File: config.mk
export PLATFORM = sky130hd
export DESIGN_NAME = svpwm_cordic_cell
export DESIGN_NICKNAME = d
export VERILOG_FILES = /design/src/rtl/svpwm_pkg.sv /design/src/rtl/svpwm_cordic_cell.sv
export SDC_FILE = /design/constraint.sdc
export NUM_CORES = 1
export LEC_CHECK = 0
export BUFFER_PORTS_ARGS = -buffer_cell sky130_fd_sc_hd__buf_4
export CAP_MARGIN = 20
export CORE_MARGIN = 3
export CORE_UTILIZATION = 55
export DETAILED_ROUTE_END_ITERATION = 16
export PLACE_DENSITY = 0.77
export SETUP_SLACK_MARGIN = 0.1
export SLEW_MARGIN = 0
export SYNTH_ARGS = -nofsm -noshare
export SYNTH_HDL_FRONTEND = slang
export SYNTH_SLANG_ARGS = --single-unit
File: constraint.sdc
create_clock -name clk_i -period 0.85 [get_ports clk_i]
set_input_delay 0.1275 -clock clk_i [delete_from_list [all_inputs] [get_ports clk_i]]
set_output_delay 0.1275 -clock clk_i [all_outputs]
set_load 0.01 [all_outputs]
File: src/rtl/svpwm_pkg.sv
// Shared types, constants and tables of the space vector PWM modulator.
// No dependencies; used by all cells and the top level.
`default_nettype none

package svpwm_pkg;

  // Datapath widths
  localparam int unsigned VecXyW  = 40;  // vectoring x/y: 17 bit input << 20 plus growth
  localparam int unsigned RotXyW  = 34;  // rotation x/y in Q30 plus growth
  localparam int unsigned CordicZw = 34; // angle accumulator, 2^32 per turn plus guard

  // Fixed-point constants
  localparam logic [31:0]            TurnHalf = 32'h8000_0000;
  localparam logic signed [RotXyW-1:0] CordicK = 34'sd652032875;
  localparam logic [30:0]            Sqrt3Q30 = 31'd1859775393;
  localparam logic [30:0]            OneQ30   = 31'h4000_0000;
  localparam logic [24:0]            RatioMax = 25'h100_0000;

  typedef enum logic [0:0] {
    CORDIC_VECTOR,
    CORDIC_ROTATE
  } cordic_mode_e;

  typedef enum logic [2:0] {
    SECTOR_0 = 3'd0,
    SECTOR_1 = 3'd1,
    SECTOR_2 = 3'd2,
    SECTOR_3 = 3'd3,
    SECTOR_4 = 3'd4,
    SECTOR_5 = 3'd5
  } sector_e;

  // Payload carried beside the vectoring CORDIC
  typedef struct packed {
    logic [31:0] sq;
    logic [31:0] ang;
    logic        zero;
  } vec_side_t;

  // Payload carried beside the root and divider cells
  typedef struct packed {
    logic [29:0] arg_hi;
    logic [29:0] arg_lo;
    sector_e     sector;
  } root_side_t;

  // One finished result
  typedef struct packed {
    logic [15:0] duty_a;
    logic [15:0] duty_b;
    logic [15:0] duty_c;
    sector_e     sector;
  } result_t;

  // atan(2^-i) in 2^32 units per turn
  function automatic logic [31:0] atan_turn(input int unsigned idx);
    logic [31:0] res;
    case (idx)
      0:       res = 32'h2000_0000;
      1:       res = 32'h12E4_051E;
      2:       res = 32'h09FB_385B;
      3:       res = 32'h0511_11D4;
      4:       res = 32'h028B_0D43;
      5:       res = 32'h0145_D7E1;
      6:       res = 32'h00A2_F61E;
      7:       res = 32'h0051_7C55;
      8:       res = 32'h0028_BE53;
      9:       res = 32'h0014_5F2F;
      10:      res = 32'h000A_2F98;
      11:      res = 32'h0005_17CC;
      12:      res = 32'h0002_8BE6;
      13:      res = 32'h0001_45F3;
      14:      res = 32'h0000_A2FA;
      15:      res = 32'h0000_517D;
      16:      res = 32'h0000_28BE;
      17:      res = 32'h0000_145F;
      18:      res = 32'h0000_0A30;
      19:      res = 32'h0000_0518;
      20:      res = 32'h0000_028C;
      21:      res = 32'h0000_0146;
      22:      res = 32'h0000_00A3;
      23:      res = 32'h0000_0051;
      default: res = 32'h0000_0000;
    endcase
    return res;
  endfunction

  // ceil(s * 2^32 / 6): start of sector s in turn units
  function automatic logic [32:0] sector_start(input sector_e s);
    logic [32:0] res;
    case (s)
      SECTOR_0: res = 33'd0;
      SECTOR_1: res = 33'd715827883;
      SECTOR_2: res = 33'd1431655766;
      SECTOR_3: res = 33'd2147483648;
      SECTOR_4: res = 33'd2863311531;
      SECTOR_5: res = 33'd3579139414;
      default:  res = 33'd0;
    endcase
    return res;
  endfunction

  // floor((s + 1) * 2^32 / 6): end of sector s in turn units
  function automatic logic [32:0] sector_end(input sector_e s);
    logic [32:0] res;
    case (s)
      SECTOR_0: res = 33'd715827882;
      SECTOR_1: res = 33'd1431655765;
      SECTOR_2: res = 33'd2147483648;
      SECTOR_3: res = 33'd2863311530;
      SECTOR_4: res = 33'd3579139413;
      SECTOR_5: res = 33'd4294967296;
      default:  res = 33'd0;
    endcase
    return res;
  endfunction

endpackage

`default_nettype wire

File: src/rtl/svpwm_cordic_cell.sv
// One CORDIC micro-rotation cell, vectoring or rotation mode, with side payload.
// Depends on svpwm_pkg for the angle table and mode type.
`default_nettype none

module svpwm_cordic_cell
  import svpwm_pkg::*;
#(
  parameter int unsigned  STAGE  = 0,
  parameter cordic_mode_e MODE   = CORDIC_ROTATE,
  parameter int unsigned  XY_W   = 34,
  parameter int unsigned  SIDE_W = 1
) (
  input  logic                       clk_i,
  input  logic                       rst_ni,
  input  logic                       en_i,
  input  logic                       valid_i,
  input  logic signed [XY_W-1:0]     x_i,
  input  logic signed [XY_W-1:0]     y_i,
  input  logic signed [CordicZw-1:0] z_i,
  input  logic [SIDE_W-1:0]          side_i,
  output logic                       valid_o,
  output logic signed [XY_W-1:0]     x_o,
  output logic signed [XY_W-1:0]     y_o,
  output logic signed [CordicZw-1:0] z_o,
  output logic [SIDE_W-1:0]          side_o
);

  logic signed [XY_W-1:0]     xs, ys, x_d, y_d;
  logic signed [CordicZw-1:0] step, z_d;
  logic                       pos;

  assign xs   = x_i >>> STAGE;
  assign ys   = y_i >>> STAGE;
  assign step = signed'(CordicZw'(atan_turn(STAGE)));

  // Pick rotation direction and rotate
  always_comb begin
    if (MODE == CORDIC_VECTOR) begin
      pos = y_i[XY_W-1] || (y_i == '0);
    end else begin
      pos = ~z_i[CordicZw-1];
    end
    if (pos) begin
      x_d = x_i - ys;
      y_d = y_i + xs;
      z_d = z_i - step;
    end else begin
      x_d = x_i + ys;
      y_d = y_i - xs;
      z_d = z_i + step;
    end
  end

  always_ff @(posedge clk_i or negedge rst_ni) begin
    if (!rst_ni) begin
      valid_o <= 1'b0;
    end else if (en_i) begin
      valid_o <= valid_i;
    end
  end

  always_ff @(posedge clk_i) begin
    if (en_i) begin
      x_o    <= x_d;
      y_o    <= y_d;
      z_o    <= z_d;
      side_o <= side_i;
    end
  end

endmodule

`default_nettype wire

==> flow_summary.yaml, run 1 <==
logic_synthesis:
  ys_top_cells_by_area: "edfxtp_1 34%, ha_1 14%, a21oi_1 7.1%"
  ys_seq_elements: 103
  ys_warn_count: 0
  netlist_area_um2: 8930
  syn_area_per_cell_um2: 9.04
  syn_inst: 988
  yosysTopAreaCellShare_pct: 34.3
  yosysUniqueCellTypes: 76
  synthArstFlopShare_pct: 0.971
  synthFlopType: "edfxtp_1"
  synth_area_leader_cell: "edfxtp_1"
  ys_seq_area_share_pct: 34.6
  synth_edf_count: 102
  syn_nets: 1202
run_status:
  stop_error: "[ERROR DPL-0038] Utilization greater than 100%, impossible to legalize"
  haltStage: "clock tree synthesis"
  status: "stopped before the end"
place:
  io_buffers: 210
  gp_congestion: 1.00
  placed_cells: 1686
  pre_cts_ws_ns: -2.15
  dpl.hpwl_um: 29900
floorplanning:
  die_w_um: 133
  io_pins: 211
  row_count: 45
  start_util_pct: 57.4
  die_h_um: 133
clocking:
  cts_buffers: 9
  cts_resized: 273
  cts_hold_buf: 31
  post_cts_buffers: 36
  cts_root_buffer: "clkbuf_16"
  htreeDepth: 3
  cts_sinks: 103
  clock_path_buffers: 2
==> synth_stat cells (11+ instances only) <==
library cell  count
nand3_1          11
a21o_1           19
o21bai_1         27
nand2_1          48
ha_1            103
nor2_1           89
xnor2_1          58
inv_1           104
a21oi_1         127
o21ai_0          62
nor3_1           19
a211oi_1         11
clkbuf_1         11
mux2i_1          18
edfxtp_1        102
==> per-stage QoR <==
| stage | hold slack, ns | utilization [%] | instance area, µm² |
|---|---|---|---|
| floorplan | -0.168 | - | 9660 |
| global placement | -0.0969 | 87.3 | 13600 |
| detailed placement | -0.0956 | 87.3 | 13600 |
==> logic make-up after synthesis <==
kind of cell / synth area share (%)
AOI/OAI and AO/OA: 22.9
and+or+nand+nor: 11.0
buffers and inverters: 7.46
adders and majority gates: 15.3
DFF: 34.6
xor gates and xnor gates: 6.57
muxes: 2.14
==> run 2, diff against run 1 <==
--- a/config.mk
+++ b/config.mk
@@ -8,10 +8,9 @@
 export BUFFER_PORTS_ARGS = -buffer_cell sky130_fd_sc_hd__buf_4
 export CAP_MARGIN = 20
 export CORE_MARGIN = 3
-export CORE_UTILIZATION = 55
+export CORE_UTILIZATION = 40
 export DETAILED_ROUTE_END_ITERATION = 16
-export PLACE_DENSITY = 0.77
-export SETUP_SLACK_MARGIN = 0.1
+export PLACE_DENSITY_LB_ADDON = 0.15
 export SLEW_MARGIN = 0
 export SYNTH_ARGS = -nofsm -noshare
 export SYNTH_HDL_FRONTEND = slang
==> run 2 against run 1 <==
Against the previous run: the flow now finishes, with violations (negative setup slack); synthesized cell count is the same; synthesized area is the same.
==> flow_summary.yaml, run 2 <==
timing:
  finalHoldViolCount: 0
  period_share_pct: 297
  finalCriticalPeriod_ns: 2.53
  fmax_mhz: 396
  worstMarginPinSlew_ns: 0.480
  rsz0062_at_grt: "true"
  skew_ns: 0
  fin_ws_ns: -1.68
  setup_viol: 172
  max-slew-margin-rel_pct: 67.8
  slew_violations: 0
run_status:
  status: "finished with violations"
  violations: "negative setup slack"
layout:
  fin_nets: 1805
  drive_gt1_share_pct: 57.0
  largestRegisters: "x_o (34), z_o (34), y_o (33)"
  final_cell_area_um2: 16800
  regArea_um2: 3090
  final_cell_mix: "435 x buf_4, 149 x buf_6, 102 x edfxtp_1"
  diodes: 0
  post-route-util_pct: 76.8
  instances_no_fill: 1876
  area_growth_pct: 88.3
  multi_input_area_um2: 7000
  fillerInstances: 1460
  final_common_cell: "buf_4"
power:
  p_int_mw: 14.9
  netSwitchingPower_mw: 8.23
  switching_share_pct: 35.6
  p_leak_nw: 7.47
  pwr-share-seq_pct: 30.0
  ir_drop_mv: 1.08
  p_comb_share_pct: 51.1
  p_per_area_nw_per_um2: 1380
  clkPwrFrac_pct: 18.8
place:
  place_area_um2: 13800
  io_buffers: 210
  dpl.hpwl_um: 25500
  gp_congestion: 0.958
  placed_cells: 1771
logic_synthesis:
  synthArstFlopShare_pct: 0.971
  syn_nets: 1202
  synth_common_cells: "127 x a21oi_1, 104 x inv_1, 103 x ha_1"
  ys_seq_area_share_pct: 34.6
  yosysTopAreaCellShare_pct: 34.3
  synth.most_common_cell: "a21oi_1"
  syn_inst: 988
  syn_area_per_cell_um2: 9.04
  ys_top_cells_by_area: "edfxtp_1 34%, ha_1 14%, a21oi_1 7.1%"
  synth_area_leader_cell: "edfxtp_1"
  netlist_area_um2: 8930
  ys_seq_elements: 103
  yosysUniqueCellTypes: 76
  synthFlopType: "edfxtp_1"
  ys_warn_count: 0
  synth_edf_count: 102
detailed_routing:
  drtPass1Iterations: 5
  drt-initial-drc-count: 543
  antenna_left: 0
  wl_per_cell_um: 19.5
  via_count: 9970
  drc: 0
  post_drt_via_cell_ratio: 5.31
  totalWireLength_um: 36500
global_route:
  grt_max_degree: 42
  grt_pass1_vias: 10200
  antenna_found_initial: 0
  grt_first_pass_wirelength_um: 52900
  grt_usage_pct: 27.3
  gr-total-overflow: 0
clocking:
  cts_buffers: 9
  cts_tree: "done"
  htreeDepth: 3
  clock_latency_ns: 0.36
  clock_path_buffers: 2
  cts_root_buffer: "clkbuf_16"
  cts_sinks: 103
  clk_pin_slew_ns: 0.09
setup_path:
  path_delay_family: "compound AO/OA/AOI/OAI gates"
  worstPathArrival_ns: 2.65
  path_cells: "buf_12 -> ha_4 -> fa_2 -> nand2b_4 -> a221oi_4 -> o311a_1 -> and3_4 -> o211ai_1 -> a2bb2oi_2 -> a2111oi_4 -> o311ai_1 -> o21ai_1 -> xor2_1"
  cpMaxStageDelayCell: "fa_2"
  cp_data_required_time_ns: 0.98
  start_kind: "input port"
  critical_path_buf_inv_count: 1
  crit_fanout: 3
  slowest_delay_ns: 0.39
  critical_path_class: "input port to flop"
  endpoint_kind: "flop"
floorplanning:
  die_h_um: 155
  start_util_pct: 40.8
  io_pins: 211
  dieArea_um2: 24100
  core_area_um2: 21900
  die_w_um: 155
  row_count: 54
worst_hold_path:
  min_path_type: "input port to asynchronous set/reset pin"
flow_run:
  maxCapViolations: 0
==> run 2: final cells by class <==
class / count / share of cell area (%)
Clock buffer: 10 / 1.42
Clock inverter: 6 / 0.313
Inverter: 110 / 2.99
Multi-Input combinational cell: 733 / 41.6
Sequential cell: 103 / 18.4
Tap cell: 280 / 2.08
Timing Repair Buffer: 633 / 33.1
Timing Repair inverter: 1 / 0.0521
==> run 2: stage by stage <==
| stage | hold WS (ns) | setup TNS [ns] | total power [mW] | worst slack, ns |
|---|---|---|---|---|
| after global routing | 0.114 | -105.59 | 24.1 | -1.75 |
| after detailed placement | -0.0968 | -107.46 | 16.0 | -2.13 |
| final | 0.0996 | -99.46 | 23.1 | -1.68 |
| after CTS | 0.0691 | -95.90 | 21.9 | -1.66 |
| after floorplan | -0.168 | -75.18 | 11.3 | -1.70 |
| after global placement | -0.0970 | -105.61 | 15.8 | -2.07 |
==> run 2: power by group through the flow <==
stage,combinational (mW),clock (mW),sequential [mW]
2_1_floorplan,4.02,0,7.24
3_3_place_gp,8.98,0,6.87
3_5_place_dp,9.07,0,6.89
4_1_cts,10.7,4.35,6.87
5_1_grt,12.5,4.59,7.01
6_report,11.8,4.35,6.94
==> run 2: repair_timing <==
action                                  in CTS  in global routing
hold buffers                                32                  0
endpoints found under the hold margin       32                  0
resized for setup                          297                160
gates cloned                                 0                  1
setup buffers                               45                 31
pin swaps                                  129                120
endpoints found under the setup margin     172                172
==> run 2: metal layers <==
layer	GRT usage (%)	vias up	routed length, µm	part of all wire (%)
met5	0	-	0	0
met4	8.88	0	1110	3.0
met3	4.12	81	2220	6.1
met2	47.4	394	18300	50
met1	34.9	4763	14900	41
li1	-	4732	-	-
==> run 2: kinds of logic after synthesis <==
logic type | share of synthesized area (%)
flip-flops | 34.6
XOR/XNOR | 6.57
adder cells (fa/ha/maj) | 15.3
AO/OA/AOI/OAI | 22.9
buffers and inverters | 7.46
multiplexers | 2.14
AND/OR/NAND/NOR | 11.0
==> run 2: worst paths after layout <==
path,start,end,slack (ns),cells after the start
worst max-delay path,y_i[0],x_o[26]$_DFFE_PP_,-1.68,13
worst min-delay path,rst_ni,valid_o$_DFFE_PN0P_,0.1,2
worst max register to register,valid_o$_DFFE_PN0P_,valid_o$_DFFE_PN0P_,0.07,1
worst min register to register,valid_o$_DFFE_PN0P_,valid_o$_DFFE_PN0P_,0.57,1
max in group asynchronous,rst_ni,valid_o$_DFFE_PN0P_,0.67,2
min in group clk_i,y_i[0],x_o[0]$_DFFE_PP_,0.14,3
Power figures use the tool's default switching activity.
