[config.mk]
export PLATFORM = sky130hd
export DESIGN_NAME = svpwm_sqrt_cell
export DESIGN_NICKNAME = d
export VERILOG_FILES = /design/src/rtl/svpwm_pkg.sv /design/src/rtl/svpwm_sqrt_cell.sv
export SDC_FILE = /design/constraint.sdc
export NUM_CORES = 1
export LEC_CHECK = 0
export BUFFER_PORTS_ARGS = -buffer_cell sky130_fd_sc_hd__buf_2
export CORE_ASPECT_RATIO = 0.75
export CORE_MARGIN = 3
export CORE_UTILIZATION = 45
export DETAILED_ROUTE_END_ITERATION = 8
export PLACE_DENSITY = 0.74
export SYNTH_ARGS = -nofsm -noshare
export SYNTH_HDL_FRONTEND = slang
export SYNTH_SLANG_ARGS = --single-unit
[constraint.sdc]
create_clock -name clk_i -period 1 [get_ports clk_i]
set_input_delay 0.15 -clock clk_i [delete_from_list [all_inputs] [get_ports clk_i]]
set_output_delay 0.15 -clock clk_i [all_outputs]
set_load 0.02 [all_outputs]
[src/rtl/svpwm_pkg.sv]
// Shared types, constants and tables of the space vector PWM modulator.
// No dependencies; used by all cells and the top level.
`default_nettype none

package svpwm_pkg;

  // Datapath widths
  localparam int unsigned VecXyW  = 40;  // vectoring x/y: 17 bit input << 20 plus growth
  localparam int unsigned RotXyW  = 34;  // rotation x/y in Q30 plus growth
  localparam int unsigned CordicZw = 34; // angle accumulator, 2^32 per turn plus guard

  // Fixed-point constants
  localparam logic [31:0]            TurnHalf = 32'h8000_0000;
  localparam logic signed [RotXyW-1:0] CordicK = 34'sd652032875;
  localparam logic [30:0]            Sqrt3Q30 = 31'd1859775393;
  localparam logic [30:0]            OneQ30   = 31'h4000_0000;
  localparam logic [24:0]            RatioMax = 25'h100_0000;

  typedef enum logic [0:0] {
    CORDIC_VECTOR,
    CORDIC_ROTATE
  } cordic_mode_e;

  typedef enum logic [2:0] {
    SECTOR_0 = 3'd0,
    SECTOR_1 = 3'd1,
    SECTOR_2 = 3'd2,
    SECTOR_3 = 3'd3,
    SECTOR_4 = 3'd4,
    SECTOR_5 = 3'd5
  } sector_e;

  // Payload carried beside the vectoring CORDIC
  typedef struct packed {
    logic [31:0] sq;
    logic [31:0] ang;
    logic        zero;
  } vec_side_t;

  // Payload carried beside the root and divider cells
  typedef struct packed {
    logic [29:0] arg_hi;
    logic [29:0] arg_lo;
    sector_e     sector;
  } root_side_t;

  // One finished result
  typedef struct packed {
    logic [15:0] duty_a;
    logic [15:0] duty_b;
    logic [15:0] duty_c;
    sector_e     sector;
  } result_t;

  // atan(2^-i) in 2^32 units per turn
  function automatic logic [31:0] atan_turn(input int unsigned idx);
    logic [31:0] res;
    case (idx)
      0:       res = 32'h2000_0000;
      1:       res = 32'h12E4_051E;
      2:       res = 32'h09FB_385B;
      3:       res = 32'h0511_11D4;
      4:       res = 32'h028B_0D43;
      5:       res = 32'h0145_D7E1;
      6:       res = 32'h00A2_F61E;
      7:       res = 32'h0051_7C55;
      8:       res = 32'h0028_BE53;
      9:       res = 32'h0014_5F2F;
      10:      res = 32'h000A_2F98;
      11:      res = 32'h0005_17CC;
      12:      res = 32'h0002_8BE6;
      13:      res = 32'h0001_45F3;
      14:      res = 32'h0000_A2FA;
      15:      res = 32'h0000_517D;
      16:      res = 32'h0000_28BE;
      17:      res = 32'h0000_145F;
      18:      res = 32'h0000_0A30;
      19:      res = 32'h0000_0518;
      20:      res = 32'h0000_028C;
      21:      res = 32'h0000_0146;
      22:      res = 32'h0000_00A3;
      23:      res = 32'h0000_0051;
      default: res = 32'h0000_0000;
    endcase
    return res;
  endfunction

  // ceil(s * 2^32 / 6): start of sector s in turn units
  function automatic logic [32:0] sector_start(input sector_e s);
    logic [32:0] res;
    case (s)
      SECTOR_0: res = 33'd0;
      SECTOR_1: res = 33'd715827883;
      SECTOR_2: res = 33'd1431655766;
      SECTOR_3: res = 33'd2147483648;
      SECTOR_4: res = 33'd2863311531;
      SECTOR_5: res = 33'd3579139414;
      default:  res = 33'd0;
    endcase
    return res;
  endfunction

  // floor((s + 1) * 2^32 / 6): end of sector s in turn units
  function automatic logic [32:0] sector_end(input sector_e s);
    logic [32:0] res;
    case (s)
      SECTOR_0: res = 33'd715827882;
      SECTOR_1: res = 33'd1431655765;
      SECTOR_2: res = 33'd2147483648;
      SECTOR_3: res = 33'd2863311530;
      SECTOR_4: res = 33'd3579139413;
      SECTOR_5: res = 33'd4294967296;
      default:  res = 33'd0;
    endcase
    return res;
  endfunction

endpackage

`default_nettype wire

[src/rtl/svpwm_sqrt_cell.sv]
// One digit-pair step of a restoring square root on a 64-bit radicand.
// Upper radicand half enters as rad_i; the low half is implicitly zero.
`default_nettype none

module svpwm_sqrt_cell
  import svpwm_pkg::*;
#(
  parameter int unsigned SIDE_W = 1
) (
  input  logic              clk_i,
  input  logic              rst_ni,
  input  logic              en_i,
  input  logic              valid_i,
  input  logic [31:0]       rad_i,
  input  logic [35:0]       rem_i,
  input  logic [31:0]       root_i,
  input  logic [SIDE_W-1:0] side_i,
  output logic              valid_o,
  output logic [31:0]       rad_o,
  output logic [35:0]       rem_o,
  output logic [31:0]       root_o,
  output logic [SIDE_W-1:0] side_o
);

  logic [35:0] rem_sh, trial, rem_d;
  logic        ge;

  // Bring down two radicand bits and try 4*root+1
  assign rem_sh = {rem_i[33:0], rad_i[31:30]};
  assign trial  = {2'b00, root_i, 2'b01};
  assign ge     = (rem_sh >= trial);
  assign rem_d  = ge ? (rem_sh - trial) : rem_sh;

  always_ff @(posedge clk_i or negedge rst_ni) begin
    if (!rst_ni) begin
      valid_o <= 1'b0;
    end else if (en_i) begin
      valid_o <= valid_i;
    end
  end

  always_ff @(posedge clk_i) begin
    if (en_i) begin
      rad_o  <= {rad_i[29:0], 2'b00};
      rem_o  <= rem_d;
      root_o <= {root_i[30:0], ge};
      side_o <= side_i;
    end
  end

endmodule

`default_nettype wire

Yosys cells after proc, flatten, opt, wreduce, memory -nomap -nowiden
Index checks and enable logic that the tools add are counted.
- add/subtract/negate cells: 1
- muxes and demuxes: 1
- magnitude comparators: 1
- operator list (kind ; count):
    36-bit by 34-bit >= comparator with 1-bit output ; 1
    36-bit 2-to-1 mux ; 1
    36-bit by 34-bit subtractor with 36-bit output ; 1
- input port bits: 105
- register bits after elaboration: 100
- output and inout port bits: 102
- word-level logic and storage cells: 8

Depth between registers and ports, before layout
Gate-level depths: netlist of the first run.
- word-level depth: 2
- depth in mapped cells: 13

Worst setup path before layout of the first run
Ideal clock, no wire load.
- path type: input -> register
- from: input port root_i[19]
- to: register rem_o[30] (data pin)
- setup time: 0.262 ns
- setup slack: -1.440 ns
- stages on the path: 11
- arrival time: 2.178 ns
- path buffers: 2
- path through: inv_1 -> ha_1 -> buf_2 -> nand4_2 -> nor4_2 -> and3_1 -> a21bo_1 -> and2_4 -> a21oi_4 -> buf_4 -> mux2_1
- cells in the longest elaborated chain, start to end: 2
- elaborated cells between the ends (all ways): 3
- those cells by class: add/sub (1); order compare (1); mux (1)
- RTL lines (what ; line ; source):
    from (decl) ; svpwm_sqrt_cell.sv:16 ; input logic [31:0] root_i,
    36-bit by 34-bit subtractor with 36-bit output / 36-bit by 34-bit >= comparator with 1-bit output (equally long branches) ; svpwm_sqrt_cell.sv:32, svpwm_sqrt_cell.sv:31 ;
    36-bit 2-to-1 mux (*) ; svpwm_sqrt_cell.sv:32 ; assign rem_d = ge ? (rem_sh - trial) : rem_sh;
    net rem_d[30] ; svpwm_sqrt_cell.sv:25 ; logic [35:0] rem_sh, trial, rem_d;
    to (signal assigned) ; svpwm_sqrt_cell.sv:45 ; rem_o <= rem_d;
    to (decl) ; svpwm_sqrt_cell.sv:20 ; output logic [35:0] rem_o,
The timed path passes the listed nets; every way through them passes the cells marked *.
A chain may end at the register's enable or synchronous reset.

Final worst setup path of the first run
- from: input port root_i[4]
- to: register rem_o[30] (data pin)
The elaborated chain is that of the path after synthesis.

==> flow_metrics.tcl, run 1 <==
set metrics [dict create \
    finalHoldViolations 1 \
    yosysTopAreaCell "edfxtp_1" \
    antenna_left 0 \
    antenna_cells 0 \
    setup_slack_ps -1390 \
    cp_top_family "simple AND/OR/NAND/NOR gates" \
    slowest_stage "mux2_4" \
    ys.warnings.count 0 \
    path_depth 13 \
    start_util_pct 47.3 \
    port_buffers 202 \
    via_count 6293 \
    yosys-top-cells-area "edfxtp_1, ha_1, a21oi_1" \
    track_usage_pct 27.6 \
    detail_route.first_pass.iterations 5 \
    setup-violations-final 137 \
    cts_tree "yes" \
    fmax_mhz 419 \
    die_area_sq_um 13900 \
    synth_top_area_share_pct 52.8 \
    routed_wl_mm 25.7 \
    cellPowerDensity_nw_per_um2 1420 \
    cp_slowest_stage_delay_ps 310 \
    drive_above_1_share_pct 59.3 \
    status "finished with violations" \
    root_buffer "clkbuf_16" \
    worstPathCellList "buf_2, inv_2, ha_4, nand4_1, buf_4, nor3_2, nand2_1, nor2_2, nor3b_4, a21oi_4, buf_6, buf_12, mux2_4" \
    avgSynthCellArea_sq_um 11.3 \
    clk_path_buf_depth 2 \
    ys_seq_elements 100 \
    die_w_microns 135 \
    maxCapViolCount 0 \
    synth-main-ff-cell "edfxtp_1" \
    worst-path-buf-inv 5 \
    hold_path_depth 1 \
    clk_pin_slew_ps 80 \
    die_height_microns 103 \
    post-dp-hpwl_mm 12.4 \
    fin_util_pct 88.0 \
    grt_max_degree 51 \
    reg2regPathDepth 1 \
    violations "negative hold slack, negative setup slack" \
    synth-async-reset-ratio_pct 1.00 \
    avgViaCountPerCell 5.86 \
    cp_max_fo 5 \
    areaGrowthSynthToFinish_pct 86.1 \
    io_pins 207 \
    finalWeightedCongestion 0.916 \
    grt_pass1_vias 5784 \
    clkLatencyLatePin_ps 360 \
    relSlewSlack_pct 65.4 \
    rsz0062_at_grt "true" \
    clock-sinks 100 \
    whs_ps -1.37 \
    worst_clock_skew_ps 0 \
    antenna_found_initial 0 \
    synth-edff-count 99 \
    critPathLaunchType "primary input" \
    synth_area_sq_um 5640 \
    netlist-cell-type-count 61 \
    seq_area_frac_synth_pct 53.2 \
    worstMarginPinSlew_ps 518 \
    drc 0 \
    p_leak_nw 4.52 \
    min_path_type "primary input to flip-flop" \
    cp.required_ps 1120 \
    h-tree-depth 3 \
    min_period_ps 2390 \
    routedWlPerCell_microns 23.9 \
    fp.coreArea_sq_um 11900 \
    cp-end-kind "flip-flop" \
    syn_inst 498 \
    drt_iter0_markers 936 \
    cts_made_buffers 9 \
    arrival_ps 2500 \
    final_nets 1047 \
    slew_viol_final 0 \
    crit_type "primary input to flip-flop" \
    gr-total-overflow 0 \
    grt_pass1_wl_mm 29.7 \
    vdd_drop_max_v 0.000873 \
    fin_crit_sh_pct 239 \
    row_count 34 \
]
flip-flops by register name, summed over array words and instances (netlist names):
name,flops
rem_o,36
root_o,32
rad_o,30
side_o,1
valid_o,1
through the flow:
stage                     std cells  instance area (sq um)  worst slack, ps  setup TNS (ps)  total power [mW]
after detailed placement        970                   7980            -1760          -59370              9.46
after floorplan                 499                   5930            -1360          -46380              7.78
final                          1074                  10500            -1390          -52930              14.9
after global routing           1074                  10500            -1430          -55720              15.3
after global placement          970                   7980            -1770          -57200              9.36
after CTS                      1063                   9690            -1210          -46720              13.7
cell usage in the layout (no fill, tap or decap), types with 6 or more instances in the layout:
cell	netlist	routed
ha_4	0	26
inv_2	0	9
a21oi_1	47	21
buf_2	8	109
mux2_4	0	12
clkbuf_16	0	9
a21o_1	6	6
a21oi_2	12	30
a21oi_4	1	9
o21ai_0	23	13
xor2_1	15	12
buf_6	4	103
nand3_1	10	6
nor2_2	0	9
dlygate4sd3_1	0	57
nor2_1	35	24
o21bai_1	6	6
ha_1	34	7
nand4_1	10	10
nand2_1	31	24
inv_1	40	21
buf_12	0	7
xnor2_1	18	17
buf_4	3	141
edfxtp_1	99	99
report_power, final:
part | internal (mW) | total, mW | switching (mW)
combinational | 2.96 | 5.95 | 3.00
clock | 1.73 | 3.49 | 1.76
sequential | 5.20 | 5.45 | 0.241
path summary, 6_finish.rpt:
kind	start	endpoint	slack, ps
setup / recovery	root_i[4]	rem_o[30]	-1390
hold / removal	root_i[2]	root_o[3]	-1
max in group asynchronous	rst_ni	valid_o	830
hold reg to reg	valid_o	valid_o	560
setup reg to reg	valid_o	valid_o	230
min in group asynchronous	rst_ni	valid_o	90
routing by layer:
layer  part of all wire, %  global-route usage, %  wire length [microns]
met1                    35                   32.4                   9010
met2                    50                   50.3                  12900
met3                    10                   6.98                   2600
met4                   4.7                   8.91                   1220
met5                     0                      0                      0
kinds of logic after synthesis:
family / count (synthesis) / share of synthesized area [%]
adder cells (fa/ha/maj): 34 / 7.55
buffers and inverters: 65 / 5.28
other: 1 / 0.0665
multiplexers: 13 / 2.60
AO/OA/AOI/OAI: 128 / 15.1
AND/OR/NAND/NOR: 124 / 11.1
XOR/XNOR: 33 / 5.13
flip-flops: 100 / 53.2
synthesized netlist by cell type, types with 2 or more instances:
| cell type | instances |
|---|---|
| a211oi_1 | 2 |
| a21boi_0 | 2 |
| a21o_1 | 6 |
| a21oi_1 | 47 |
| a21oi_2 | 12 |
| a221oi_1 | 2 |
| and3_1 | 6 |
| and4_4 | 2 |
| buf_2 | 8 |
| buf_4 | 3 |
| buf_6 | 4 |
| clkbuf_1 | 8 |
| clkbuf_2 | 2 |
| edfxtp_1 | 99 |
| ha_1 | 34 |
| inv_1 | 40 |
| mux2_1 | 6 |
| mux2_2 | 7 |
| nand2_1 | 31 |
| nand2b_1 | 4 |
| nand3_1 | 10 |
| nand4_1 | 10 |
| nor2_1 | 35 |
| nor2b_1 | 7 |
| nor3_1 | 9 |
| o211ai_1 | 4 |
| o21a_1 | 4 |
| o21ai_0 | 23 |
| o21ai_1 | 3 |
| o21bai_1 | 6 |
| xnor2_1 | 18 |
| xor2_1 | 15 |
layout make-up:
class	count	area, sq um
Timing Repair Buffer	423	3580
Multi-Input combinational cell	334	3220
Sequential cell	100	3000
Fill cell	449	1430
Clock buffer	9	225
Inverter	40	208
Tap cell	162	203
Clock inverter	6	55.1
timing repair:
action                                  CTS  global route
buffers inserted                         20            12
cloned                                    3             0
resized for setup                       160           201
endpoints found under the setup margin  137           137
hold endpoints to repair                 55             2
hold buffers                             55             2
pin swaps                                33            48
Note: power is estimated with default switching activity, not from simulation.
==> run 2, diff against run 1 <==
Settings changed: HOLD_SLACK_MARGIN from default to 0.1, PLACE_DENSITY 0.74 to 0.83.
==> flow_metrics.tcl, run 2 (synthesized netlist as in run 1, its figures left out) <==
set metrics [dict create \
    status "finished with violations" \
    violations "negative setup slack" \
    placed_area_sq_um 7950 \
    slew_viol_final 0 \
    die_w_microns 135 \
    die_height_microns 103 \
    comb_power_share_pct 38.1 \
    cp_max_fo 11 \
    fin_total_pwr_mw 14.5 \
    top_register "rem_o" \
    fin_util_pct 84.3 \
    p_leak_nw 4.41 \
    largest_registers "rem_o x36, root_o x32, rad_o x30" \
    worstMarginPinSlew_ps 530 \
    clk_path_buf_depth 2 \
    min_period_ps 2510 \
    setup-violations-final 137 \
    port_buffers 202 \
    p_seq_share_pct 37.6 \
    rsz0062_at_grt "true" \
    cellPowerDensity_nw_per_um2 1450 \
    final_common_cell "buf_4" \
    final_nets 1038 \
    finalWeightedCongestion 0.901 \
    start_util_pct 47.3 \
    setup_slack_ps -1510 \
    grt_pass1_vias 5791 \
    track_usage_pct 27.7 \
    drc 0 \
    routedWlPerCell_microns 22.7 \
    areaGrowthSynthToFinish_pct 78.2 \
    die_area_sq_um 13900 \
    arrival_ps 2690 \
    via_count 6090 \
    final_area_sq_um 10000 \
    antenna_left 0 \
    drive_above_1_share_pct 53.1 \
    worst_clock_skew_ps 0 \
    grt_max_degree 50 \
    clkLatencyLatePin_ps 350 \
    routed_wl_mm 24.3 \
    most-common-layout-cells "buf_4, buf_2, edfxtp_1" \
    cp-end-kind "flip-flop" \
    row_count 34 \
    post-dp-hpwl_mm 13.1 \
    fmax_mhz 398 \
    avgViaCountPerCell 5.70 \
    clock-sinks 100 \
    min_path_type "primary input to flip-flop" \
    h-tree-depth 3 \
    p_sw_share_pct 33.2 \
    maxCapViolCount 0 \
    net-switching-power_mw 4.82 \
    p_clk_share_pct 24.2 \
    fin_crit_sh_pct 251 \
    internal-power_mw 9.70 \
    gr-total-overflow 0 \
    critPathLaunchType "primary input" \
    root_buffer "clkbuf_16" \
    cts_tree "yes" \
    cp.required_ps 1180 \
    finalHoldViolations 0 \
    drt_iter0_markers 609 \
    fp.coreArea_sq_um 11900 \
    largest_reg_flops 36 \
    crit_type "primary input to flip-flop" \
    io_pins 207 \
    clk_pin_slew_ps 80 \
    relSlewSlack_pct 64.4 \
    detail_route.first_pass.iterations 5 \
    grt_pass1_wl_mm 30.0 \
    vdd_drop_max_v 0.000987 \
    cts_made_buffers 9 \
    antenna_found_initial 2 \
]
## run 2: layout make-up
type                            instances  area, sq um
Clock inverter                          6         55.1
Antenna cell                            2         5.00
Tap cell                              162          203
Inverter                               40          195
Timing Repair Buffer                  414         3480
Multi-Input combinational cell        334         2880
Fill cell                             593         1870
Sequential cell                       100         3000
Clock buffer                           10          229
## run 2: power groups by stage
stage	clock, mW	combinational, mW	sequential, mW
2_1_floorplan	0	1.76	6.03
3_3_place_gp	0	4.01	5.40
3_5_place_dp	0	4.09	5.40
4_1_cts	3.50	4.79	5.35
5_1_grt	3.66	5.79	5.50
6_report	3.52	5.54	5.46
## run 2: timing repair
action / 4_1_cts / 5_1_grt
pin swaps: 14 / 21
cloned: 2 / 0
endpoints found under the hold margin: 64 / 0
hold buffers: 65 / 0
resized for setup: 115 / 156
setup buffers: 14 / 6
endpoints found under the setup margin: 137 / 137
## run 2: metrics by stage
stage               setup slack (ps)  TNS [ps]  std cells  hold slack [ps]
floorplan                      -1360    -46380        499             -146
global placement               -1770    -58070        965            -75.4
detailed placement             -1740    -59300        965            -71.6
CTS                            -1250    -48460       1062              114
global route                   -1530    -59030       1068              114
finish                         -1510    -55680       1068              117
## run 2: worst paths after layout
path	from	endpoint	slack (ps)	depth (start not counted)
worst max-delay path	root_i[4]	rem_o[5]	-1510	14
worst min-delay path	rem_i[18]	rem_o[20]	120	2
worst max register to register	valid_o	valid_o	80	2
worst min register to register	valid_o	valid_o	680	2
max in group asynchronous	rst_ni	valid_o	240	3
min in group asynchronous	rst_ni	valid_o	660	3
## run 2: routing by layer
layer	share of wire, %	global-route usage [%]	vias to the layer above
met5	0	0	-
met2	47	48.6	506
met1	35	33.4	2813
met4	7.0	10.9	0
met3	10	6.68	151
li1	-	-	2620
## run 2: worst max-delay path: stages
cell and delay [ps]:
buf_2 100, inv_1 60, ha_1 370, nand4_1 200, buf_4 200, nor3_1 280, nand2_1 100, nor2_1 220
nor3b_4 80, a21oi_4 250, buf_12 190, buf_6 180, nor2_1 90, a21oi_2 200
