<file path="src/rtl/svpwm_pkg.sv">
// Shared types, constants and tables of the space vector PWM modulator.
// No dependencies; used by all cells and the top level.
`default_nettype none

package svpwm_pkg;

  // Datapath widths
  localparam int unsigned VecXyW  = 40;  // vectoring x/y: 17 bit input << 20 plus growth
  localparam int unsigned RotXyW  = 34;  // rotation x/y in Q30 plus growth
  localparam int unsigned CordicZw = 34; // angle accumulator, 2^32 per turn plus guard

  // Fixed-point constants
  localparam logic [31:0]            TurnHalf = 32'h8000_0000;
  localparam logic signed [RotXyW-1:0] CordicK = 34'sd652032875;
  localparam logic [30:0]            Sqrt3Q30 = 31'd1859775393;
  localparam logic [30:0]            OneQ30   = 31'h4000_0000;
  localparam logic [24:0]            RatioMax = 25'h100_0000;

  typedef enum logic [0:0] {
    CORDIC_VECTOR,
    CORDIC_ROTATE
  } cordic_mode_e;

  typedef enum logic [2:0] {
    SECTOR_0 = 3'd0,
    SECTOR_1 = 3'd1,
    SECTOR_2 = 3'd2,
    SECTOR_3 = 3'd3,
    SECTOR_4 = 3'd4,
    SECTOR_5 = 3'd5
  } sector_e;

  // Payload carried beside the vectoring CORDIC
  typedef struct packed {
    logic [31:0] sq;
    logic [31:0] ang;
    logic        zero;
  } vec_side_t;

  // Payload carried beside the root and divider cells
  typedef struct packed {
    logic [29:0] arg_hi;
    logic [29:0] arg_lo;
    sector_e     sector;
  } root_side_t;

  // One finished result
  typedef struct packed {
    logic [15:0] duty_a;
    logic [15:0] duty_b;
    logic [15:0] duty_c;
    sector_e     sector;
  } result_t;

  // atan(2^-i) in 2^32 units per turn
  function automatic logic [31:0] atan_turn(input int unsigned idx);
    logic [31:0] res;
    case (idx)
      0:       res = 32'h2000_0000;
      1:       res = 32'h12E4_051E;
      2:       res = 32'h09FB_385B;
      3:       res = 32'h0511_11D4;
      4:       res = 32'h028B_0D43;
      5:       res = 32'h0145_D7E1;
      6:       res = 32'h00A2_F61E;
      7:       res = 32'h0051_7C55;
      8:       res = 32'h0028_BE53;
      9:       res = 32'h0014_5F2F;
      10:      res = 32'h000A_2F98;
      11:      res = 32'h0005_17CC;
      12:      res = 32'h0002_8BE6;
      13:      res = 32'h0001_45F3;
      14:      res = 32'h0000_A2FA;
      15:      res = 32'h0000_517D;
      16:      res = 32'h0000_28BE;
      17:      res = 32'h0000_145F;
      18:      res = 32'h0000_0A30;
      19:      res = 32'h0000_0518;
      20:      res = 32'h0000_028C;
      21:      res = 32'h0000_0146;
      22:      res = 32'h0000_00A3;
      23:      res = 32'h0000_0051;
      default: res = 32'h0000_0000;
    endcase
    return res;
  endfunction

  // ceil(s * 2^32 / 6): start of sector s in turn units
  function automatic logic [32:0] sector_start(input sector_e s);
    logic [32:0] res;
    case (s)
      SECTOR_0: res = 33'd0;
      SECTOR_1: res = 33'd715827883;
      SECTOR_2: res = 33'd1431655766;
      SECTOR_3: res = 33'd2147483648;
      SECTOR_4: res = 33'd2863311531;
      SECTOR_5: res = 33'd3579139414;
      default:  res = 33'd0;
    endcase
    return res;
  endfunction

  // floor((s + 1) * 2^32 / 6): end of sector s in turn units
  function automatic logic [32:0] sector_end(input sector_e s);
    logic [32:0] res;
    case (s)
      SECTOR_0: res = 33'd715827882;
      SECTOR_1: res = 33'd1431655765;
      SECTOR_2: res = 33'd2147483648;
      SECTOR_3: res = 33'd2863311530;
      SECTOR_4: res = 33'd3579139413;
      SECTOR_5: res = 33'd4294967296;
      default:  res = 33'd0;
    endcase
    return res;
  endfunction

endpackage

`default_nettype wire

</file>
<file path="src/rtl/svpwm_div_cell.sv">
// One quotient bit of a restoring 32 by 16 bit unsigned division.
// Divisor comes from the configuration register and is never zero.
`default_nettype none

module svpwm_div_cell
  import svpwm_pkg::*;
#(
  parameter int unsigned SIDE_W = 1
) (
  input  logic              clk_i,
  input  logic              rst_ni,
  input  logic              en_i,
  input  logic [15:0]       lim_i,
  input  logic              valid_i,
  input  logic [31:0]       num_i,
  input  logic [15:0]       rem_i,
  input  logic [31:0]       quo_i,
  input  logic [SIDE_W-1:0] side_i,
  output logic              valid_o,
  output logic [31:0]       num_o,
  output logic [15:0]       rem_o,
  output logic [31:0]       quo_o,
  output logic [SIDE_W-1:0] side_o
);

  logic [16:0] rem_sh, diff;
  logic        ge;

  // Shift in next dividend bit, subtract divisor when it fits
  assign rem_sh = {rem_i, num_i[31]};
  assign ge     = (rem_sh >= {1'b0, lim_i});
  assign diff   = rem_sh - {1'b0, lim_i};

  always_ff @(posedge clk_i or negedge rst_ni) begin
    if (!rst_ni) begin
      valid_o <= 1'b0;
    end else if (en_i) begin
      valid_o <= valid_i;
    end
  end

  always_ff @(posedge clk_i) begin
    if (en_i) begin
      num_o  <= {num_i[30:0], 1'b0};
      rem_o  <= ge ? diff[15:0] : rem_sh[15:0];
      quo_o  <= {quo_i[30:0], ge};
      side_o <= side_i;
    end
  end

endmodule

`default_nettype wire

</file>
<file path="config.mk">
export PLATFORM = sky130hd
export DESIGN_NAME = svpwm_div_cell
export DESIGN_NICKNAME = d
export VERILOG_FILES = /design/src/rtl/svpwm_pkg.sv /design/src/rtl/svpwm_div_cell.sv
export SDC_FILE = /design/constraint.sdc
export NUM_CORES = 1
export LEC_CHECK = 0
export BUFFER_PORTS_ARGS = -buffer_cell sky130_fd_sc_hd__buf_2
export CORE_ASPECT_RATIO = 0.5
export CORE_MARGIN = 2
export CORE_UTILIZATION = 40
export CTS_BUF_LIST = sky130_fd_sc_hd__clkbuf_8
export DETAILED_ROUTE_END_ITERATION = 16
export GPL_ROUTABILITY_DRIVEN = 0
export PLACE_DENSITY = 0.72
export SLEW_MARGIN = 15
export SYNTH_ARGS = -nofsm -noshare
export SYNTH_HDL_FRONTEND = slang
export SYNTH_SLANG_ARGS = --single-unit
</file>
<file path="constraint.sdc">
create_clock -name clk_i -period 0.8 [get_ports clk_i]
set_input_delay 0.04 -clock clk_i [delete_from_list [all_inputs] [get_ports clk_i]]
set_output_delay 0.04 -clock clk_i [all_outputs]
set_load 0.01 [all_outputs]
</file>
* Word level (Yosys, flattened, before mapping)
Cells that the tools add are included.
Storage, ports and cells: bits of input ports 101, register bits after elaboration 81
Operators by class: magnitude comparators 1, muxes and demuxes 1, add/subtract/negate cells 1
Operators by type and width (number):
- 17-bit by 16-bit >= comparator with 1-bit output | 1
- 16-bit two-way mux | 1
- 16-bit subtractor | 1

* Longest topological paths before layout
Gate-level depths: netlist (run 1).
depth in word-level cells 2, mapped depth 11

* Worst setup path before layout (run 1)
Ideal clock, no wire load.
path type input -> register, start in lim_i[14], end reg rem_o[10] (data pin), setup time 0.260 ns, stages on the path 11, path buffers 2, required time 0.540 ns, slack -1.439 ns, arrival time 1.979 ns, cells stage by stage inv_1 > ha_1 > buf_6 > a21o_1 > a211o_1 > a41o_1 > a31oi_4 > o21a_4 > inv_4 > buf_12 > mux2_4
On the way: longest elaborated chain between the ends 2
Ends and longest elaborated chain:
- from (decl) | line svpwm_div_cell.sv:13 | input logic [15:0] lim_i,
- 17-bit by 16-bit >= comparator with 1-bit output | line svpwm_div_cell.sv:31 | assign ge = (rem_sh >= {1'b0, lim_i});
- net ge | line svpwm_div_cell.sv:27 | logic ge;
- 16-bit two-way mux | line svpwm_div_cell.sv:45 | rem_o <= ge ? diff[15:0] : rem_sh[15:0];
- to (signal assigned) | line svpwm_div_cell.sv:45
- to (decl) | line svpwm_div_cell.sv:21 | output logic [15:0] rem_o,
The timed path passes the listed nets, and every way through them passes these cells. A chain may end at the register's enable or synchronous reset.

* Final worst setup path (run 1)
start in rem_i[13], end reg rem_o[11] (data pin)
On the way: longest elaborated chain between the ends 2
Ends and longest elaborated chain:
- from (decl) | line svpwm_div_cell.sv:16 | input logic [15:0] rem_i,
- 17-bit by 16-bit >= comparator with 1-bit output | line svpwm_div_cell.sv:31
- 16-bit two-way mux | line svpwm_div_cell.sv:45
Every way passes these cells.

==> impl.org, run 1 <==
** Status
- Status :: complete, but fails checks
- The final reports fail on hold timing, setup timing.

** Yosys
- Most instantiated flip-flop cell in the synthesis netlist :: sky130_fd_sc_hd__edfxtp_1
- Fraction of synthesis flops using an asynchronous set or reset pin :: 1.235%
- Portion of the post-synthesis area used by sequential elements :: 67.15%
- Yosys Warn Count :: 0
- Synthesis handed over a netlist of 240 instances.
- Averaged over all synthesized cells, the footprint is 15.06 sq um.
- Yosys reg bits :: 81
- The synthesized design contains 80 enable-type register cells.
- Post-Synthesis Net Count :: 358
- After synthesis, the netlist uses 46 different library cells.
- The cell area that synthesis handed to floorplanning was 3615 sq um.

** CTS
- Clk sinks :: 81
- Worst-skew pair later-pin latency :: 0.35 ns
- Largest buffer count on any clock path :: 2
- The number of hold buffers added after CTS was 66.
- After clock tree synthesis, the clock-pin slew on the worst setup and hold paths is 0.08 ns.
- Clock tree from TritonCTS :: built
- In this run the number of H-tree levels came out at 3.
- The tree is rooted in a sky130_fd_sc_hd__clkbuf_8.
- TritonCTS buffer count :: 9

** STA
- Worst Slack Setup Final :: -0.8866 ns
- Worst clock skew on the final layout :: 0 ns
- Achievable Freq :: 592.9 MHz
- In the finished design, the share of the clock period the worst path needs comes to 210.8%.
- Setup repair after global routing could not meet its margin everywhere.
- Tightest hold margin :: -0.008284 ns
- Number of pins exceeding their max-slew limit in the final report :: 0
- Final sum of negative setup slack :: -22.40 ns
- Final number of hold-violating endpoints :: 3
- Subtracting the final worst setup slack from the clock period gives 1.687 ns.
- Setup violations remaining at the end of the flow were counted as 98.

** Route
- Number of optimization iterations in the first detailed-route pass :: 4
- Number of vias in the routed layout :: 3188
- In this run, the number of DRC markers left after iteration 0 of detailed routing was 131.
- Using the TritonRoute via totals, the vias-per-cell ratio works out to 4.723.
- Number of remaining DRC errors :: 0
- Detail-routed net length per standard cell :: 16.33 um
- The count of nets left with antenna violations once routing finished came out at 0.
- After detailed routing, the total wire length is 11020 um.

** Floorplanning
- For this configuration, the core starts out at a cell density of 41.37%.
- Die area :: 9860 sq um
- 183 I/O pins were placed.
- Die boundary height :: 71.22 um
- Row Count :: 24
- The floorplan step set the die width to 138.4 um.
- The core region is 8738 sq um.

** Final layout
- The library cell used most frequently in the layout, excluding fill and tap cells, is sky130_fd_sc_hd__buf_2.
- 0 antenna diodes ended up in the layout.
- Fraction of final layout cells with drive strength greater than 1 :: 55.73%
- Fill count :: 599
- The net count of the finished layout is 672.
- From synthesis to final layout, the design area changed by 74.52%.
- Leaving out fill and tap cells, the most frequent cells in the layout are 168 x sky130_fd_sc_hd__buf_2, 80 x sky130_fd_sc_hd__edfxtp_1, 66 x sky130_fd_sc_hd__dlygate4sd3_1.

** Worst setup path
- The largest single stage delay on the critical path is 0.31 ns.
- The kind of cell with the highest combined delay along the critical path is compound AO/OA/AOI/OAI gates.
- Nature of the critical path startpoint :: primary input
- Along the worst path, the maximum fanout reaches 12.
- Worst path required time :: 0.90 ns
- CP arrival :: 1.78 ns
- Cell-by-cell listing of the critical path :: buf_8 > ha_4 > a21o_1 > a211o_1 > a41o_1 > a31oi_4 > o21a_4 > inv_8 > mux2_4
- Crit path capture type :: register
- Setup Crit Path Kind :: primary input to register
- Count of buffering cells on the critical path with inverters included :: 2
- For this design, the slowest cell found on the critical path is sky130_fd_sc_hd__mux2_4.

** Placed design
- DPL Wire Length :: 6990 um
- During placement, the flow inserted port buffers numbering 180.
- Post-place setup slack :: -1.333 ns

** Global route
- Entering global routing, the biggest net connects 30 pins.
- For met3 alone, demand over resource in global routing was 5.147%.
- Global routing finished with a remaining overflow of 0.
- Antenna violations before repair :: 0
- After global routing, the most crowded layer is met2.
- Across every metal layer, demand over resource in global routing totals 22.23%.
- Vias in the first global route :: 3463
- For this run, global-route usage on met2 was measured as 45.27%.
- For met1 alone, demand over resource in global routing was 23.03%.
- The first global-routing pass estimated 16870 um of wire.

** Power
- Power per cell area :: 1708 nW/um^2
- VDD sags by at most 0.0008290 V.
- Leakage power summed over all cells :: 2.829 nW

** Worst hold path
- Worst min-delay path class :: primary input to register

** Run
- Max-cap violations in this run came to 0.
## flip-flops by register name, indices dropped and copies added, names as in the netlist
register,flops
valid_o,1
rem_o,16
num_o,31
side_o,1
quo_o,32
## path summary, 6_finish.rpt
| kind | start | to | slack [ns] | cells past startpoint |
|---|---|---|---|---|
| min in group asynchronous | rst_ni | valid_o$_DFFE_PN0P_ | 0.55 | 3 |
| max in group asynchronous | rst_ni | valid_o$_DFFE_PN0P_ | 0.14 | 3 |
| min | rem_i[1] | rem_o[2]$_DFFE_PP_ | -0.008 | 2 |
| max | rem_i[13] | rem_o[11]$_DFFE_PP_ | -0.89 | 9 |
| min reg2reg | valid_o$_DFFE_PN0P_ | valid_o$_DFFE_PN0P_ | 0.51 | 1 |
| max reg2reg | valid_o$_DFFE_PN0P_ | valid_o$_DFFE_PN0P_ | 0.06 | 1 |
## Yosys cell counts (all sizes together) (2+ instances only)
cell | number | area share, %
a211o | 2 | 0.48
a211oi | 2 | 0.42
a21o | 3 | 0.62
a21oi | 10 | 1.4
a31oi | 4 | 1.1
a41o | 2 | 0.55
and3 | 2 | 0.35
buf | 3 | 1.1
clkbuf | 4 | 0.42
edfxtp | 80 | 66
ha | 16 | 5.5
inv | 25 | 2.7
mux2 | 13 | 4.9
mux2i | 3 | 0.83
nand2 | 13 | 1.4
nand3 | 3 | 0.42
nand4 | 3 | 0.52
nor2 | 9 | 0.93
o21a | 2 | 0.62
o21ai | 9 | 1.2
o21bai | 4 | 0.83
xnor2 | 8 | 1.9
xor2 | 4 | 0.97
## report_power, final
part / switching, W / leakage (nW) / total (W) / internal [W]
clock: 0.00151 / 0.0803 / 0.00260 / 0.00109
combinational: 0.00133 / 1.95 / 0.00294 / 0.00161
sequential: 0.000101 / 0.795 / 0.00523 / 0.00513
total: 0.00294 / 2.83 / 0.0108 / 0.00784
## per-stage QoR
| stage | utilization [%] | hold slack [ns] | instances | total power [W] | instance area [sq um] |
|---|---|---|---|---|---|
| 2_1_floorplan | - | -0.2556 | 240 | 0.006501 | 3755 |
| 3_3_place_gp | 59.44 | -0.1852 | 587 | 0.007620 | 5194 |
| 3_5_place_dp | 59.44 | -0.1838 | 587 | 0.007671 | 5194 |
| 4_1_cts | 71.48 | -0.02508 | 676 | 0.01071 | 6246 |
| 5_1_grt | 72.19 | -0.02059 | 675 | 0.01121 | 6309 |
| 6_report | 72.19 | -0.008284 | 675 | 0.01077 | 6309 |
## cells by family after synthesis
kind of cell    share of synthesized area (%)
compound gates                          9.034
xor+xnor                                2.908
fa+ha+maj                               6.092
buf+inv                                 4.154
flops                                   67.15
mux                                     5.711
other cells                            0.1037
simple gates                            4.846
## what timing repair did
action,CTS,global route
hold endpoints to repair,69,4
pin swaps,16,11
setup buffers,9,1
endpoints found under the setup margin,98,98
gates resized for setup,40,18
## final cells by class
type / instances / area (sq um) / share of cell area, %
Timing Repair Buffer: 310 / 2157 / 34.19
Clock buffer: 9 / 123.9 / 1.964
Tap cell: 117 / 146.4 / 2.321
Clock inverter: 6 / 36.28 / 0.5752
Sequential cell: 81 / 2427 / 38.48
Inverter: 25 / 118.9 / 1.884
Multi-Input combinational cell: 127 / 1299 / 20.59
## metal layers
metal,vias to the layer above,routed length (um)
li1,1526,-
met1,1561,3923
met2,85,6519
met3,16,392
met4,0,185
met5,-,0
Note: power is estimated with default switching activity, not from simulation.
==> run 2: changes to the inputs <==
==> constraint.sdc (replaced) <==
create_clock -name clk_i -period 0.8 [get_ports clk_i]
set_input_delay 0.08 -clock clk_i [delete_from_list [all_inputs] [get_ports clk_i]]
set_output_delay 0.08 -clock clk_i [all_outputs]
set_load 0.01 [all_outputs]
==> run 2 against run 1 <==
The flow finishes with violations (setup timing); setup slack worse by 0.047 ns; power is 0.21% lower; register-to-register slack barely moved; via count is 0.28% higher; clock power is essentially flat; sequential share of layout area down 0.091 points; final cell count stayed put; critical path type unchanged.
==> impl.org, run 2 (synthesized netlist as in run 1, its figures left out) <==
** Global route
- Vias in the first global route :: 3240
- Global routing used 20.68% of the available tracks across all layers.
- Grt ovf :: 0
- Entering global routing, the biggest net connects 28 pins.
- Wire length of the first global-routing pass :: 15480 um
- The initial antenna violation count was 0.

** Route
- In this run the remaining antenna-violating nets after routing total 0.
- Number of remaining DRC errors :: 0
- Number of optimization iterations in the first detailed-route pass :: 4
- Initial DRC count :: 135
- In the routed layout, each cell is associated on average with a via count of 4.736.
- After detailed routing, the average wire length per cell comes to 15.78 um.
- The routed layout has 3197 vias.
- Total wire length :: 10650 um

** STA
- Based on the critical path, the design can be clocked at up to 576.8 MHz.
- In the finished design, the share of the clock period the worst path needs comes to 216.7%.
- The final number of hold-violating endpoints came to 0.
- Setup repair after global routing missed its margin :: yes
- The number of max-slew violations in the final report came to 0.
- Worst clock skew on the final layout :: 0 ns
- Final sum of negative setup slack :: -26.57 ns
- The smallest clock period supported by the final layout is computed as 1.734 ns.
- Setup violations remaining at the end of the flow were counted as 98.
- In the post-route analysis, the smallest setup slack over all paths is -0.9337 ns.

** Floorplanning
- Area inside the core boundary :: 8738 sq um
- From bottom edge to top edge, the die measures 71.22 um.
- During I/O placement, the number of pins put on the boundary was 183.
- Initial core utilization :: 41.37%
- The floorplan step defined a die boundary enclosing 9860 sq um.
- Row Count :: 24
- Horizontal die dimension :: 138.4 um

** Power
- Sequential share of power :: 48.6%
- Power per cell area :: 1700 nW/um^2
- IR analysis of the VDD net gives a maximum drop of 0.001037 V.
- Leakage power summed over all cells :: 2.851 nW
- The clock network accounts for 24.4% of the total power.
- Internal power comes to 0.007845 W.
- Of the total power, combinational logic draws 27.0%.
- The analysis attributes to net switching a power of 0.002908 W.
- Net switching is 27.04% of the power.

** Worst setup path
- Count of buffering cells on the critical path with inverters included :: 2
- The worst setup path is captured at a register.
- Critical-path cell with the highest stage delay :: sky130_fd_sc_hd__mux2_4
- In this run the worst path has a maximum fanout of 6.
- Capture instance of the worst register-to-register path :: valid_o$_DFFE_PN0P_
- The critical path goes through buf_6 > ha_4 > a21o_1 > a211o_1 > a41o_1 > a31oi_4 > o21a_4 > inv_8 > mux2_4.
- Maximum single-stage delay on the critical path :: 0.30 ns
- Worst path required time :: 0.90 ns
- By startpoint and endpoint, the worst setup path is classified as primary input to register.
- Data on the critical path arrives at its endpoint at 1.84 ns.
- Nature of the critical path startpoint :: primary input
- The number of cells on the worst reg-to-reg path is 1.
- Depth of the critical timing path with buffers and inverters included :: 9
- The startpoint identified for the worst register-to-register timing path is valid_o$_DFFE_PN0P_.
- Setup slack on the worst reg-to-reg path comes out at 0.06 ns.
- Kind of cell with the highest combined delay on the critical path :: compound AO/OA/AOI/OAI gates
- Worst setup path start :: rem_i[13]

** CTS
- The later pin in the worst-skew pair is clocked with a latency of 0.35 ns.
- Clk sinks :: 81
- TritonCTS built the clock tree.
- The H-tree was split into 3 levels.
- Root buffer cell :: sky130_fd_sc_hd__clkbuf_8
- Clock-pin slew reported for the worst setup and hold paths after clock tree synthesis :: 0.08 ns
- In this run, CTS created clock tree buffers numbering 9.
- Largest buffer count on any clock path :: 2

** Final layout
- The number of antenna diodes in the final layout is 0.
- Leaving out filler cells and counting taps, the final layout contains 675.
- Area growth from synthesis to final layout :: 74.94%
- In the final layout, the share of cells above drive strength 1 is 55.56%.
- Max reg flops :: 32
- The largest registers in the layout are quo_o (32), num_o (31), rem_o (16).
- Leaving out fill and tap cells, the most frequent cell in the layout is sky130_fd_sc_hd__buf_2.
- Highest-count cells in the layout ignoring fill and taps :: 167 x sky130_fd_sc_hd__buf_2, 80 x sky130_fd_sc_hd__edfxtp_1, 65 x sky130_fd_sc_hd__dlygate4sd3_1
- Largest register by flop count :: quo_o
- Net total in the final layout :: 671
- Utilization after layout :: 72.37%

** Placed design
- Post-placement cell count :: 589
- The count of buffers added on input and output ports is 180.
- DPL Wire Length :: 7091 um

** Run
- The tool flagged a number of max-cap violations equal to 0.

** Status
- The final reports fail on setup timing.
- Status :: complete, but fails checks

** Worst hold path
- The tightest min-delay check is of the primary input to asynchronous set/reset pin type.
==> run 2: changes by cell type in the layout (fill, tap and decap cells not counted), sizes merged <==
cell	before	now
dlygate4sd3	66	65
inv	26	29
buf	244	243
clkinv	3	2
==> run 2: how the worst max path moves through the flow <==
stage                     endpoint  slack (ns)
2_1_floorplan  rem_o[10]$_DFFE_PP_       -1.32
4_1_cts         rem_o[6]$_DFFE_PP_       -0.91
6_report       rem_o[11]$_DFFE_PP_       -0.93
5_1_grt        rem_o[11]$_DFFE_PP_       -0.96
3_3_place_gp    rem_o[4]$_DFFE_PP_       -1.35
3_5_place_dp    rem_o[3]$_DFFE_PP_       -1.37
==> run 2: layout make-up <==
class,count,area (sq um)
multi-input cells,127,1314
repair buffers,308,2142
inverters,25,121.4
clock buffers,9,123.9
well taps,117,146.4
clock inverters,7,40.04
repair inverters,1,8.758
flip-flops and latches,81,2427
fillers,589,2415
==> run 2: what timing repair did <==
action | 4_1_cts | 5_1_grt
setup buffers | 1 | 3
endpoints found under the hold margin | 65 | 0
setup endpoints to repair | 98 | 98
resized for setup | 19 | 42
hold buffers | 65 | 0
cloned | 1 | 0
pin swaps | 3 | 22
==> run 2: per-stage QoR <==
step / worst slack (ns) / hold slack, ns / area [sq um] / total power [W]
after global placement: -1.345 / -0.1452 / 5209 / 0.007627
after floorplan: -1.319 / -0.2156 / 3755 / 0.006501
after global routing: -0.9550 / 0.02196 / 6324 / 0.01120
after CTS: -0.9118 / 0.02915 / 6128 / 0.01063
final: -0.9337 / 0.02577 / 6324 / 0.01075
after detailed placement: -1.373 / -0.1424 / 5209 / 0.007689
==> run 2: power groups by stage <==
stage	Sequential [W]	Clock (W)	Combinational, W
6_report	0.00522	0.00262	0.00291
5_1_grt	0.00526	0.00283	0.00311
4_1_cts	0.00522	0.00268	0.00273
3_5_place_dp	0.00532	0	0.00237
3_3_place_gp	0.00530	0	0.00233
2_1_floorplan	0.00556	0	0.000938
==> run 2: per-layer routing <==
layer  GRT usage, %  wire length (um)
met3          5.080               437
met2          40.70              5961
met5              0                 0
met1          21.03              3906
met4          9.864               345
